[config.mk]
export PLATFORM = sky130hd
export DESIGN_NAME = vn_sqrt_cell
export DESIGN_NICKNAME = d
export VERILOG_FILES = /design/src/rtl/vn_pkg.sv /design/src/rtl/vn_sqrt_cell.sv
export SDC_FILE = /design/constraint.sdc
export NUM_CORES = 1
export LEC_CHECK = 0
export BUFFER_PORTS_ARGS = -buffer_cell sky130_fd_sc_hd__buf_2
export CORE_ASPECT_RATIO = 1.25
export CORE_UTILIZATION = 45
export DETAILED_ROUTE_END_ITERATION = 12
export PLACE_DENSITY = 0.88
export RECOVER_POWER = 100
export SLEW_MARGIN = 25
export SYNTH_ARGS = -nofsm -noshare
export SYNTH_HDL_FRONTEND = slang
export SYNTH_SLANG_ARGS = --single-unit
[constraint.sdc]
create_clock -name clk -period 0.8 [get_ports clk]
set_clock_uncertainty 0.05 [all_clocks]
set_input_delay 0 -clock clk [delete_from_list [all_inputs] [get_ports clk]]
set_output_delay 0 -clock clk [all_outputs]
set_load 0.02 [all_outputs]
[src/rtl/vn_pkg.sv]
// vn_pkg: shared constants for the vector normalizer.
// Depends on nothing; used by vector_normalizer_top, vn_sqrt_cell and vn_div_cell.
package vn_pkg;
	localparam int unsigned DIM_BITS = 3;
	localparam logic [DIM_BITS-1:0] DIM_RESET = 3'd3;
	localparam int unsigned NUM_COMP = 4;
	localparam logic [0:0] REG_DIMENSION = 1'b0;
endpackage

[src/rtl/vn_sqrt_cell.sv]
// vn_sqrt_cell: one stage of the restoring square root chain, two radicand bits per cell.
// Depends on vn_pkg for component count.
module vn_sqrt_cell #(
	parameter int unsigned SUM_BITS  = 34,
	parameter int unsigned ROOT_BITS = 17,
	parameter int unsigned MAG_BITS  = 16,
	parameter int unsigned IDX       = 0
) (
	input  logic                                    clk,
	input  logic                                    arst_n,
	input  logic                                    adv,
	input  logic                                    vld_in,
	input  logic [SUM_BITS-1:0]                     rem_in,
	input  logic [ROOT_BITS-1:0]                    root_in,
	input  logic [vn_pkg::NUM_COMP*MAG_BITS-1:0]    mag_in,
	input  logic [vn_pkg::NUM_COMP-1:0]             neg_in,
	output logic                                    vld_out,
	output logic [SUM_BITS-1:0]                     rem_out,
	output logic [ROOT_BITS-1:0]                    root_out,
	output logic [vn_pkg::NUM_COMP*MAG_BITS-1:0]    mag_out,
	output logic [vn_pkg::NUM_COMP-1:0]             neg_out
);
	// Bit-by-bit root: trial = (root<<2|1) shifted to this cell's position.
	localparam int unsigned SH = 2 * IDX;
	logic [SUM_BITS+1:0] trial;
	logic                fits;

	always_comb begin
		trial = ({2'b00, SUM_BITS'(root_in)} << 2 | (SUM_BITS+2)'(1)) << SH;
		fits  = ({2'b00, rem_in} >= trial);
	end

	always_ff @(posedge clk or negedge arst_n) begin
		if (!arst_n) begin
			vld_out <= 1'b0;
		end else if (adv) begin
			vld_out <= vld_in;
		end
	end

	always_ff @(posedge clk) begin
		if (adv) begin
			rem_out  <= fits ? SUM_BITS'({2'b00, rem_in} - trial) : rem_in;
			root_out <= {root_in[ROOT_BITS-2:0], fits};
			mag_out  <= mag_in;
			neg_out  <= neg_in;
		end
	end
endmodule

==> metrics.txt <==
status=complete, but fails checks; failing checks=hold timing, setup timing; final setup violation count=208; post-synthesis sequential area ratio=70.1%; Leak=0.00418 uW; post-synth net total=503; die width=97.6 um; fin crit period=2.64 ns; PnR worst setup slack=-1.84 ns; Max Cap Violations=0; Hold WS=-0.0826 ns; root buffer cell=clkbuf_16; CP arrival=2.72 ns; final-report max-slew violation count=0; first-pass GRT wire length=29600 um; Clock Path Buffers=2; share of layout cells above drive strength 1=a little over two fifths; drt via density=5.55; CTS buffer count=17; Fin. Hold Viols=7; Critical Path RT=a little under 0.9 ns; worst hold path class=input pin to register; Die Area=between 0.01 and 0.015 sq mm; Crit Path Class=input pin to register; input/output buffers=242; Seq cells post-synth=120; cell count after synthesis=361; area delta synth->final=88.6%; via count=approximately 5400; DP HPWL=10900 um; Yosys top cell area share=69.6%; crit-path max FO=8; CP startpoint kind=input pin; Synthesis Warnings=0; DRC errors left=0; # rows=43; GR Util All Layers=33.4%; Die Height=121 um; nets@finish=961; # IOs=243; Overflow after GRT=0; Worst-Margin Slew=between 1 and 1.5 ns; # fillers=473; Detailed Route WL=approximately 22000 um; synth unique cells=41; Post-Layout Cell Count=968; Worst-path clk slew=0.06 ns; DR pass1 iterations=5; pin count of the biggest net entering global routing=54; DRT antenna net count=0; gpl congestion=0.894; TritonCTS clock tree=yes; core area=0.0111 sq mm; Rel. slew slack=between 20% and 30%; dpl cells=820; R2R setup slack=-0.04 ns; vias in the first global route=5536; Initial DRC Count=497; r2r startpoint=vld_out; PwrDens=2090 mW/mm^2; Worst setup startpoint=root_in[4]; CP endpoint kind=register; VDD IR-drop max=0.00168 V; Starting Density=46.3%; antenna violations before repair=1; Post-Syn Area=0.00514 sq mm; drt wl/cell=roughly 23 um; htree depth=4; RSZ-0062 raised after global routing=true; r2r worst-path depth=1; crit path to=rem_out[25]; Num Clock Sinks=120; fmax=0.379 GHz; FF-to-FF End=vld_out; fin util=87.4%; synth top area cells=edfxtp_1 70%, ha_1 4.6%, xor2_1 3.1%; area leader, netlist=edfxtp_1; hold path cells=2; final worst path period share=330%; clock insertion delay at the later pin of the skew report=approximately 0.41 ns; Avg Cell Area, Syn=approximately 14 sq um
## flip-flops by register name, indices dropped and copies added (netlist names)
register and flops:
root_out 17, neg_out 4, vld_out 1, rem_out 34, mag_out 64
## area by class of cell
class | count | area [sq um] | share of cell area, %
repair buffers | 445 | 3690 | 38.1
flip-flops and latches | 120 | 3600 | 37.2
multi-input cells | 211 | 1550 | 16.0
clock buffers | 18 | 429 | 4.43
well taps | 135 | 169 | 1.74
clock inverters | 14 | 150 | 1.55
inverters | 24 | 100 | 1.03
diodes | 1 | 2.50 | 0.0258
## worst max-delay path: stages
cell and delay [ns]:
clkbuf_1 0.12, inv_1 0.08, ha_1 0.38, o21a_1 0.16, o311ai_0 0.23, o31a_1 0.38, a21oi_1 0.92, nor3_1 0.21
xor2_1 0.22
## placed cells by master, fill, tap and decap left out, types with 15 or more instances in the layout
cell,netlist,layout
a21oi_1,22,22
buf_2,1,112
buf_4,0,81
buf_6,3,100
clkbuf_1,2,35
clkbuf_16,0,17
dlygate4sd3_1,0,108
edfxtp_1,119,119
ha_1,19,18
inv_1,23,22
nand2_1,33,31
nor2_1,15,15
o21ai_0,15,15
xor2_1,18,18
## metrics by stage
step	setup slack (ns)	setup TNS, ns	total power, uW	cell area [sq um]
2_1_floorplan	-1.99	-60.92	9470	5190
5_1_grt	-1.90	-101.72	20700	9680
4_1_cts	-1.73	-87.40	19400	9310
6_report	-1.84	-95.73	20200	9680
3_5_place_dp	-2.15	-70.37	11100	7250
3_3_place_gp	-2.09	-68.91	11000	7250
## cells by family after synthesis
family,share of synthesized area [%]
compound gates,8.38
xor+xnor,5.29
fa+ha+maj,4.63
buf+inv,2.66
flops,70.1
mux,0.658
simple gates,8.33
## power breakdown
group | internal, uW | switching (uW) | leakage, uW
sequential | 7630 | 334 | 0.00118
combinational | 2240 | 2280 | 0.00272
clock | 4620 | 3100 | 0.000289
## how the worst min path moves through the flow
stage | from | end | slack [ns]
2_1_floorplan | arst_n | vld_out | -0.35
3_3_place_gp | arst_n | vld_out | -0.27
3_5_place_dp | arst_n | vld_out | -0.27
4_1_cts | rem_in[9] | rem_out[9] | -0.11
5_1_grt | rem_in[9] | rem_out[9] | -0.09
6_report | rem_in[9] | rem_out[9] | -0.08
## layer usage
layer	global-route usage (%)	up-vias	part of all wire, %
li1	-	2284	-
met4	17.0	0	6.0
met3	8.29	103	7.4
met5	0	-	0
met2	63.6	434	54
met1	33.3	2553	33
## synth_stat cells
cell         n
o211ai_1     1
nand2_1     33
mux2_2       1
and2_1       2
nor3_1       7
or3_1        9
and4_1       3
o211a_1      1
inv_2        1
o21a_1       3
a211oi_1     2
o21ai_1     15
nand4_1      3
nand2b_1     4
edfxtp_1   119
a221oi_4     1
or4_1        2
nor4_1       5
buf_2        1
nor4b_1      1
o21bai_1     2
clkbuf_1     2
o311ai_0     1
nor2b_1      3
o2111ai_1    1
mux2_1       2
o31a_1       1
a31oi_1      1
buf_6        3
a2111oi_0    1
o21ai_0     15
a21o_1       2
nor2_1      15
xnor2_1     13
dfrtp_1      1
xor2_1      18
a211o_1      1
inv_1       23
ha_1        19
a21oi_1     22
a311oi_1     1
## what timing repair did
item	4_1_cts	5_1_grt
gates resized for setup	100	124
setup buffers	4	2
pin swaps	12	13
setup endpoints to repair	156	208
gates cloned	1	0
hold buffers	108	1
hold endpoints to repair	122	13
No activity file was read; power rests on OpenSTA's default activity.
