--- src/rtl/vn_pkg.sv ---
// vn_pkg: shared constants for the vector normalizer.
// Depends on nothing; used by vector_normalizer_top, vn_sqrt_cell and vn_div_cell.
package vn_pkg;
	localparam int unsigned DIM_BITS = 3;
	localparam logic [DIM_BITS-1:0] DIM_RESET = 3'd3;
	localparam int unsigned NUM_COMP = 4;
	localparam logic [0:0] REG_DIMENSION = 1'b0;
endpackage

--- src/rtl/vn_div_cell.sv ---
// vn_div_cell: one stage of the restoring divider chain, one quotient bit per cell per lane.
// Depends on vn_pkg for component count.
module vn_div_cell #(
	parameter int unsigned MAG_BITS  = 16,
	parameter int unsigned ROOT_BITS = 17,
	parameter int unsigned Q_BITS    = 31,
	parameter int unsigned IDX       = 0
) (
	input  logic                                 clk,
	input  logic                                 arst_n,
	input  logic                                 adv,
	input  logic                                 vld_in,
	input  logic [ROOT_BITS-1:0]                 div_in,
	input  logic [vn_pkg::NUM_COMP*Q_BITS-1:0]   rem_in,
	input  logic [vn_pkg::NUM_COMP*Q_BITS-1:0]   quo_in,
	input  logic [vn_pkg::NUM_COMP-1:0]          neg_in,
	output logic                                 vld_out,
	output logic [ROOT_BITS-1:0]                 div_out,
	output logic [vn_pkg::NUM_COMP*Q_BITS-1:0]   rem_out,
	output logic [vn_pkg::NUM_COMP*Q_BITS-1:0]   quo_out,
	output logic [vn_pkg::NUM_COMP-1:0]          neg_out
);
	// Dividend numerator bits enter MSB first; cell IDX handles bit Q_BITS-1-IDX.
	localparam int unsigned W = Q_BITS + 1;
	logic [vn_pkg::NUM_COMP*Q_BITS-1:0] rem_nx;
	logic [vn_pkg::NUM_COMP*Q_BITS-1:0] quo_nx;

	always_comb begin
		logic [W-1:0] part;
		logic [W-1:0] dv;
		rem_nx = rem_in;
		quo_nx = quo_in;
		dv = W'(div_in);
		for (int l = 0; l < int'(vn_pkg::NUM_COMP); l++) begin
			// partial remainder lives in the low bits of rem; numerator bits in quo
			part = {rem_in[l*Q_BITS +: Q_BITS], quo_in[l*Q_BITS + Q_BITS-1]};
			quo_nx[l*Q_BITS +: Q_BITS] = {quo_in[l*Q_BITS +: Q_BITS-1], 1'b0};
			if (part >= dv) begin
				rem_nx[l*Q_BITS +: Q_BITS] = Q_BITS'(part - dv);
				quo_nx[l*Q_BITS] = 1'b1;
			end else begin
				rem_nx[l*Q_BITS +: Q_BITS] = Q_BITS'(part);
			end
		end
	end

	always_ff @(posedge clk or negedge arst_n) begin
		if (!arst_n) begin
			vld_out <= 1'b0;
		end else if (adv) begin
			vld_out <= vld_in;
		end
	end

	always_ff @(posedge clk) begin
		if (adv) begin
			div_out <= div_in;
			rem_out <= rem_nx;
			quo_out <= quo_nx;
			neg_out <= neg_in;
		end
	end
endmodule

--- config.mk ---
export PLATFORM = sky130hd
export DESIGN_NAME = vn_div_cell
export DESIGN_NICKNAME = d
export VERILOG_FILES = /design/src/rtl/vn_pkg.sv /design/src/rtl/vn_div_cell.sv
export SDC_FILE = /design/constraint.sdc
export NUM_CORES = 1
export LEC_CHECK = 0
export ABC_AREA = 0
export BUFFER_PORTS_ARGS = -buffer_cell sky130_fd_sc_hd__buf_4
export CAP_MARGIN = 20
export CORE_AREA = 2 2 210 212
export CTS_BUF_LIST = sky130_fd_sc_hd__clkbuf_8
export DETAILED_ROUTE_END_ITERATION = 12
export DIE_AREA = 0 0 212 214
export PLACE_DENSITY_LB_ADDON = 0.2
export SLEW_MARGIN = 30
export SYNTH_ARGS = -nofsm -noshare
export SYNTH_HDL_FRONTEND = slang
export SYNTH_SLANG_ARGS = --single-unit
--- constraint.sdc ---
create_clock -name clk -period 0.85 [get_ports clk]
set_input_delay 0.0425 -clock clk [delete_from_list [all_inputs] [get_ports clk]]
set_output_delay 0.0425 -clock clk [all_outputs]
set_load 0.01 [all_outputs]
==> impl_metrics.ini, run 1 <==
[status]
outcome = finished, violations left
violations = negative hold slack, negative setup slack

[sta]
slew_headroom = 0.7088
fin_tns_setup_ps = -222510
finalCriticalPeriod_ps = 2060
layout_setup_ws_ps = -1210
finalHoldViolations = 11
clock.fmax_ghz = 0.4855
drv_slew = 0
period_share = 2.423
fin_skew_ps = 0
finalSetupViolations = 398
grt_setup_unrepaired = true
worstMarginPinSlew_ps = 435.4
whs_ps = -376.8

[setup_path]
reg2reg_from = vld_out$_DFFE_PN0P_
crit_path_max_fanout = 5
cp.arrival_ps = 2410
reg2reg_slack_ps = 90
startpoint_type = input port
crit_path_end_kind = flop
required_ps = 1200
r2r_end = vld_out$_DFFE_PN0P_
ff2ff_path_depth = 1
critPathKind = input port to flop

[yosys]
synthArstFlopShare = 0.003704
synth_cell_types = 65
syn_nets = 1436
synth_ff_type = edfxtp_1
syn_inst = 1091
synth.cell_area_um2 = 13490
avgSynthCellArea_um2 = 12.37
ys_seq_elements = 270
yosys_warnings = 0
synth_edf_count = 269
yosysSeqAreaShare = 0.6005

[routing]
drt_iter0_drc = 665
dr.pass1.iters = 5
drt_drc_violations_left = 0
wl_um = 59590
via_per_inst = 4.730
antenna_left = 0
wl_per_cell_um = 20.14
via_count = 13990

[placed_design]
place_congestion = 0.8889
dpl.hpwl_um = 41060
io_buffers = 542

[global_route]
antenna_found_initial = 9
grt_util_all_layers = 0.2536
overflow = 0
grt_pass1_wl_um = 87280
grt_max_degree = 27
grt_pass1_vias = 15120

[worst_hold_path]
hold_class = input port to flop
min_path_cells = 1
worstHoldStart = div_in[0]
hold_end = div_out[0]$_DFFE_PP_

[layout]
final_cell_mix = buf_4, buf_6, edfxtp_1, dlygate4sd3_1, nand2_1
drive_above_1_share = 0.5465
final_common_cell = buf_4
nets = 2669
area_growth_pct = 109.4
fill_cells = 3099

[clocking]
clock_latency_ps = 610
root_buffer = clkbuf_8
clock_path_buffers = 3
cts.sinks = 270
cts_tree = built
cts_inserted_buffers = 48
h-tree-depth = 2
clk_pin_slew_ps = 60

[floorplan]
die-area_um2 = 45370
fp.dieW_um = 212
core_um2 = 42890
die_y_um = 214
ios = 543
initial_core_util = 0.3146
rows = 76

[power_and_ir_drop]
irDropWorstVdd_mv = 1.260
leakage_uw = 0.01196
powerDensity_nw_per_um2 = 1495
finalPower_uw = 42260

[job]
drv_cap = 0
## per-layer routing
metal	track usage	part of all wire	vias up
met5	0	0.00022	-
met4	0.1455	0.058	2
met3	0.05439	0.057	146
met2	0.4565	0.52	468
met1	0.2723	0.37	6789
li1	-	-	6585
## cells by family after synthesis
logic type	after synthesis	share of synthesized area
fa+ha+maj	72	0.06899
compound gates	242	0.1099
flops	270	0.6005
mux	12	0.01001
xor+xnor	108	0.07010
simple gates	321	0.1211
buf+inv	66	0.01938
## Yosys cell counts, drive strengths merged (15+ instances only)
cell type,number,area [um2]
xor2,55,481.7
a21oi,89,445.4
nor3,32,165.2
inv,40,150.1
edfxtp,269,8078
ha,68,850.8
nand4,15,93.84
nand2,83,311.6
o21ai,56,280.3
xnor2,53,464.2
a21o,24,180.2
nor2,81,304.0
clkbuf,19,71.32
nand2b,18,112.6
## power by group
group / total, uW / internal (uW) / switching [uW]
Clock: 12200 / 6250 / 5940
Sequential: 17100 / 16300 / 712
Combinational: 13000 / 7530 / 5490
## worst max-delay path, stage by stage
cell and delay, ps:
buf_6 90, or4_4 520, or3_4 360, or4_4 430
a211o_1 290, nor3_4 230, or4b_4 220, nor3_2 50
xor2_1 170
## registers in the layout, summed over array words and instances, names as in the netlist
name / cells
quo_out: 124
rem_out: 124
div_out: 17
neg_out: 4
vld_out: 1
## per-stage QoR
stage / util / area, um2 / hold slack (ps) / setup WS (ps) / instances
final: 0.6589 / 28260 / -376.8 / -1210 / 2958
after global routing: 0.6589 / 28260 / -423.7 / -1232 / 2957
after CTS: 0.6433 / 27590 / -424.9 / -1119 / 2943
after detailed placement: 0.5037 / 21600 / -178.2 / -1937 / 2540
after global placement: 0.5037 / 21600 / -181.1 / -1930 / 2540
after floorplan: - / 14230 / -253.1 / -1663 / 1091
## worst max-delay path by stage
stage,startpoint,endpoint,depth (start not counted)
2_1_floorplan,rem_in[109],rem_out[114]$_DFFE_PP_,10
3_3_place_gp,div_in[16],rem_out[53]$_DFFE_PP_,12
3_5_place_dp,div_in[0],rem_out[120]$_DFFE_PP_,11
4_1_cts,rem_in[112],rem_out[114]$_DFFE_PP_,9
5_1_grt,div_in[2],rem_out[26]$_DFFE_PP_,12
6_report,rem_in[112],rem_out[120]$_DFFE_PP_,9
## what timing repair did
action | in CTS | in global routing
setup endpoints to repair | 398 | 398
gates resized for setup | 451 | 160
hold endpoints to repair | 317 | 15
pin swaps | 68 | 53
setup buffers | 51 | 14
hold buffers | 260 | 4
cloned | 9 | 1
## final cells by class
| class | instances | area (um2) | share of cell area |
|---|---|---|---|
| clock inverters | 39 | 240.2 | 0.008501 |
| well taps | 585 | 732.0 | 0.02590 |
| clock buffers | 51 | 701.9 | 0.02484 |
| repair buffers | 1209 | 11390 | 0.4032 |
| flip-flops and latches | 270 | 8103 | 0.2867 |
| inverters | 40 | 214.0 | 0.007571 |
| diodes | 9 | 22.52 | 0.0007970 |
| multi-input cells | 755 | 6853 | 0.2425 |
Note: power is estimated with default switching activity, not from simulation.
==> inputs of run 2 (changes only) <==
--- a/config.mk
+++ b/config.mk
@@ -12,6 +12,7 @@
 export CTS_BUF_LIST = sky130_fd_sc_hd__clkbuf_8
 export DETAILED_ROUTE_END_ITERATION = 12
 export DIE_AREA = 0 0 212 214
+export MAX_ROUTING_LAYER = met4
 export PLACE_DENSITY_LB_ADDON = 0.2
 export SLEW_MARGIN = 30
 export SYNTH_ARGS = -nofsm -noshare
==> impl_metrics.ini, run 2 (synthesis results as in run 1) <==
[sta]
finalSetupViolations = 558
drv_slew = 0
period_share = 2.395
clock.fmax_ghz = 0.4911
fin_skew_ps = 0
slew_headroom = 0.7207
worstMarginPinSlew_ps = 414.5
whs_ps = -257.8
grt_setup_unrepaired = true
finalCriticalPeriod_ps = 2036
layout_setup_ws_ps = -1186
finalHoldViolations = 10
fin_tns_setup_ps = -225320

[setup_path]
ff2ff_path_depth = 2
crit_family = buffers and inverters
cpMostUsedCell = buf_4
startpoint_type = input port
required_ps = 1200
reg2reg_from = vld_out$_DFFE_PN0P_
crit_path_max_fanout = 7
cp_num_buf_inv = 3
crit_path_end_kind = flop
cp.arrival_ps = 2390
critPathMaxStageDelay_ps = 580
critPathKind = input port to flop
reg2reg_slack_ps = -50
slowest_stage = or4_4
r2r_end = vld_out$_DFFE_PN0P_
cp_cell_sequence = buf_4 > dlygate4sd3_1 > or4_4 > a211oi_4 > o21ai_2 > a21o_4 > nor3b_4 > buf_4 > xor2_1

[global_route]
grt_pass1_vias = 14790
antenna_found_initial = 9
grt_max_degree = 28
grt_pass1_wl_um = 85750
overflow = 0
grt_util_all_layers = 0.2558

[worst_hold_path]
worstHoldStart = div_in[0]
min_path_cells = 2
hold_class = input port to flop
hold_end = div_out[0]$_DFFE_PP_

[routing]
wl_per_cell_um = 20.54
drt_drc_violations_left = 0
dr.pass1.iters = 5
wl_um = 60960
antenna_left = 0
via_per_inst = 4.749
drt_iter0_drc = 615
via_count = 14090

[job]
drv_cap = 0

[placed_design]
io_buffers = 542
dp.cells = 2547
place_congestion = 0.9100
dpl.hpwl_um = 41310
pre_cts_ws_ps = -1979

[layout]
final_core_util = 0.6656
top_regs = quo_out (124), rem_out (124), div_out (17)
final_cell_mix = buf_4, buf_6, edfxtp_1, dlygate4sd3_1, nand2_1
nets = 2678
final_common_cell = buf_4
drive_above_1_share = 0.5601
instances_no_fill = 2967
area_growth_pct = 111.6
ff_latch_area_um2 = 8103
multi_input_area_um2 = 7017
fill_cells = 3156

[clocking]
clock_path_buffers = 3
cts.sinks = 270
clock_latency_ps = 610
cts_inserted_buffers = 51
cts_tree = built
clk_pin_slew_ps = 60
h-tree-depth = 2
root_buffer = clkbuf_8

[floorplan]
initial_core_util = 0.3146
rows = 76
fp.dieW_um = 212
die_y_um = 214
die-area_um2 = 45370
core_um2 = 42890
ios = 543

[power_and_ir_drop]
leakage_uw = 0.01206
powerDensity_nw_per_um2 = 1542
irDropWorstVdd_mv = 1.296

[status]
outcome = finished, violations left
violations = negative hold slack, negative setup slack
## run 2: changes by cell type in the layout (fill, tap and decap cells not counted), moves of 4 or more
cell and change:
nand2_2 +8, clkbuf_8 +4, buf_4 +31, a21oi_2 +15
o21ai_1 -10, ha_4 +5, bufinv_16 +4, buf_6 -28
nand2_1 -8, o21ai_0 +11, a21oi_1 -14, clkinv_1 -6
## run 2: area by class of cell
type / count / share of cell area
clock buffer: 55 / 0.02652
inverter: 40 / 0.007977
multi-input combinational: 755 / 0.2458
antenna: 9 / 0.0007890
sequential: 270 / 0.2838
clock inverter: 38 / 0.01144
timing repair buffer: 1215 / 0.3980
tap: 585 / 0.02564
## run 2: power breakdown
group / switching, uW / internal [uW]
clock: 5980 / 7810
sequential: 668 / 16300
combinational: 5640 / 7590
total: 12300 / 31700
## run 2: worst register-to-register path: cells and delay by family (launching register included)
family   cells  cell delay (ps)
flops        1              400
mux          1              260
buf+inv      1              130
## run 2: how the worst max path moves through the flow
stage	depth (start not counted)	start	endpoint	slack, ps
3_5_place_dp	11	div_in[0]	rem_out[120]$_DFFE_PP_	-1980
2_1_floorplan	10	rem_in[109]	rem_out[114]$_DFFE_PP_	-1660
5_1_grt	13	div_in[6]	rem_out[114]$_DFFE_PP_	-1220
4_1_cts	9	rem_in[112]	rem_out[112]$_DFFE_PP_	-1090
6_report	9	rem_in[59]	rem_out[51]$_DFFE_PP_	-1190
3_3_place_gp	11	div_in[0]	rem_out[120]$_DFFE_PP_	-1940
## run 2: repair_timing
action	in CTS	in global routing
gates resized for setup	238	370
setup endpoints to repair	398	418
endpoints found under the hold margin	343	21
buffers inserted	34	20
gates cloned	6	4
pin swaps	57	60
hold buffers	255	12
## run 2: per-stage QoR
| stage | power [uW] | hold slack, ps | cell area (um2) |
|---|---|---|---|
| after floorplan | 20840 | -253.1 | 14230 |
| after global placement | 27060 | -181.3 | 21600 |
| after detailed placement | 27120 | -179.4 | 21600 |
| after CTS | 42790 | -355.9 | 26780 |
| after global routing | 45900 | -310.4 | 28550 |
| final | 44030 | -257.8 | 28550 |
## run 2: metal layers
| metal | share of wire | wire length, um | global-route usage |
|---|---|---|---|
| met5 | 0 | 0 | - |
| met4 | 0.049 | 3004 | 0.1200 |
| met3 | 0.053 | 3217 | 0.04574 |
| met2 | 0.53 | 32140 | 0.4563 |
| met1 | 0.37 | 22600 | 0.2726 |
==> inputs of run 3 (changes only) <==
==> constraint.sdc (replaced) <==
create_clock -name clk -period 0.85 [get_ports clk]
set_input_delay 0.17 -clock clk [delete_from_list [all_inputs] [get_ports clk]]
set_output_delay 0.17 -clock clk [all_outputs]
set_load 0.01 [all_outputs]
==> impl_metrics.ini, run 3 (synthesis results as in run 1) <==
[setup_path]
crit_path_max_fanout = 4
ff2ff_path_depth = 1
critPathKind = input port to flop
required_ps = 1190
startpoint_type = input port
crit_path_end_kind = flop
cp.arrival_ps = 2530

[clocking]
h-tree-depth = 2
root_buffer = clkbuf_8
cts_inserted_buffers = 50
cts.sinks = 270
clock_latency_ps = 620
clk_pin_slew_ps = 60
cts_tree = built
clock_path_buffers = 3

[global_route]
grt_util_all_layers = 0.2621
antenna_found_initial = 12
overflow = 0
grt_pass1_vias = 14960
grt_max_degree = 28
grt_pass1_wl_um = 87470

[power_and_ir_drop]
irDropWorstVdd_mv = 1.252
leakage_uw = 0.01236
powerDensity_nw_per_um2 = 1493

[worst_hold_path]
min_path_cells = 5
hold_class = input port to flop

[job]
drv_cap = 0

[layout]
final_common_cell = buf_4
drive_above_1_share = 0.5626
area_growth_pct = 114.9
top_regs = quo_out (124), rem_out (124), div_out (17)
final_cell_mix = buf_4, buf_6, edfxtp_1, dlygate4sd3_1, nand2_1
nets = 2718

[sta]
finalCriticalPeriod_ps = 2193
whs_ps = 50.69
drv_slew = 0
grt_setup_unrepaired = true
worstMarginPinSlew_ps = 498.0
finalHoldViolations = 0
slew_headroom = 0.6649
layout_setup_ws_ps = -1343
period_share = 2.580
fin_skew_ps = 0
finalSetupViolations = 398
clock.fmax_ghz = 0.4559

[status]
outcome = finished, violations left
violations = negative setup slack

[placed_design]
place_congestion = 0.9037
pre_cts_ws_ps = -2092
io_buffers = 542
dpl.hpwl_um = 41440

[routing]
via_count = 14120
dr.pass1.iters = 5
antenna_left = 0
drt_iter0_drc = 628
wl_um = 60430
drt_drc_violations_left = 0
via_per_inst = 4.693
wl_per_cell_um = 20.08

[floorplan]
die_y_um = 214
rows = 76
ios = 543
fp.dieW_um = 212
die-area_um2 = 45370
core_um2 = 42890
initial_core_util = 0.3146
-- run 3: cell types whose count changed in the layout (fill, tap and decap cells not counted), moves of 6 or more --
cell	change
a21oi_1	+8
buf_6	+40
clkinv_1	+6
nand2_2	-9
nand2_4	+6
nor2_4	+6
-- run 3: timing repair --
action	CTS	global route
setup buffers	61	34
hold endpoints to repair	280	0
hold buffers	267	0
cloned	9	1
endpoints found under the setup margin	398	625
pin swaps	79	87
resized for setup	406	255
-- run 3: final timing paths --
check	start	to	slack, ps
setup / recovery	rem_in[112]	rem_out[112]$_DFFE_PP_	-1340
hold / removal	rem_in[81]	rem_out[92]$_DFFE_PP_	50
setup reg to reg	vld_out$_DFFE_PN0P_	vld_out$_DFFE_PN0P_	70
hold reg to reg	vld_out$_DFFE_PN0P_	vld_out$_DFFE_PN0P_	560
max in group asynchronous	arst_n	vld_out$_DFFE_PN0P_	330
min in group asynchronous	arst_n	vld_out$_DFFE_PN0P_	410
-- run 3: cell type report --
type | instances | area [um2]
flip-flops and latches | 270 | 8103
fillers | 3013 | 13890
multi-input cells | 755 | 7058
clock buffers | 51 | 701.9
repair buffers | 1256 | 11860
well taps | 585 | 732.0
clock inverters | 40 | 286.5
diodes | 12 | 30.03
inverters | 40 | 225.2
-- run 3: power breakdown --
part           internal, uW  switching, uW  total, uW
Clock                  6840           5980      12800
Sequential            16300            706      17100
Combinational          7800           5620      13400
Total                 31000          12300      43300
-- run 3: routing by layer --
layer | global-route usage | share of wire
met5 | - | 0
met2 | 0.4589 | 0.52
met1 | 0.2800 | 0.38
met3 | 0.05058 | 0.052
met4 | 0.1336 | 0.048
-- run 3: stage by stage --
step           TNS (ps)  cells  area [um2]  utilization  power (uW)
3_3_place_gp    -265470   2548       21610       0.5039       27070
6_report        -277920   3009       28990       0.6760       43290
5_1_grt         -299710   3009       28990       0.6760       45200
3_5_place_dp    -268230   2548       21610       0.5039       27130
4_1_cts         -341050   2974       27680       0.6454       42600
2_1_floorplan   -189390   1091       14230            -       20840
-- run 3: critical path: stages --
cell     delay, ps
buf_6           90
or4_4          530
or3_4          360
or4_4          440
a211o_1        290
nor3_4         220
or4b_4         230
nor3_4          40
xor2_1         150
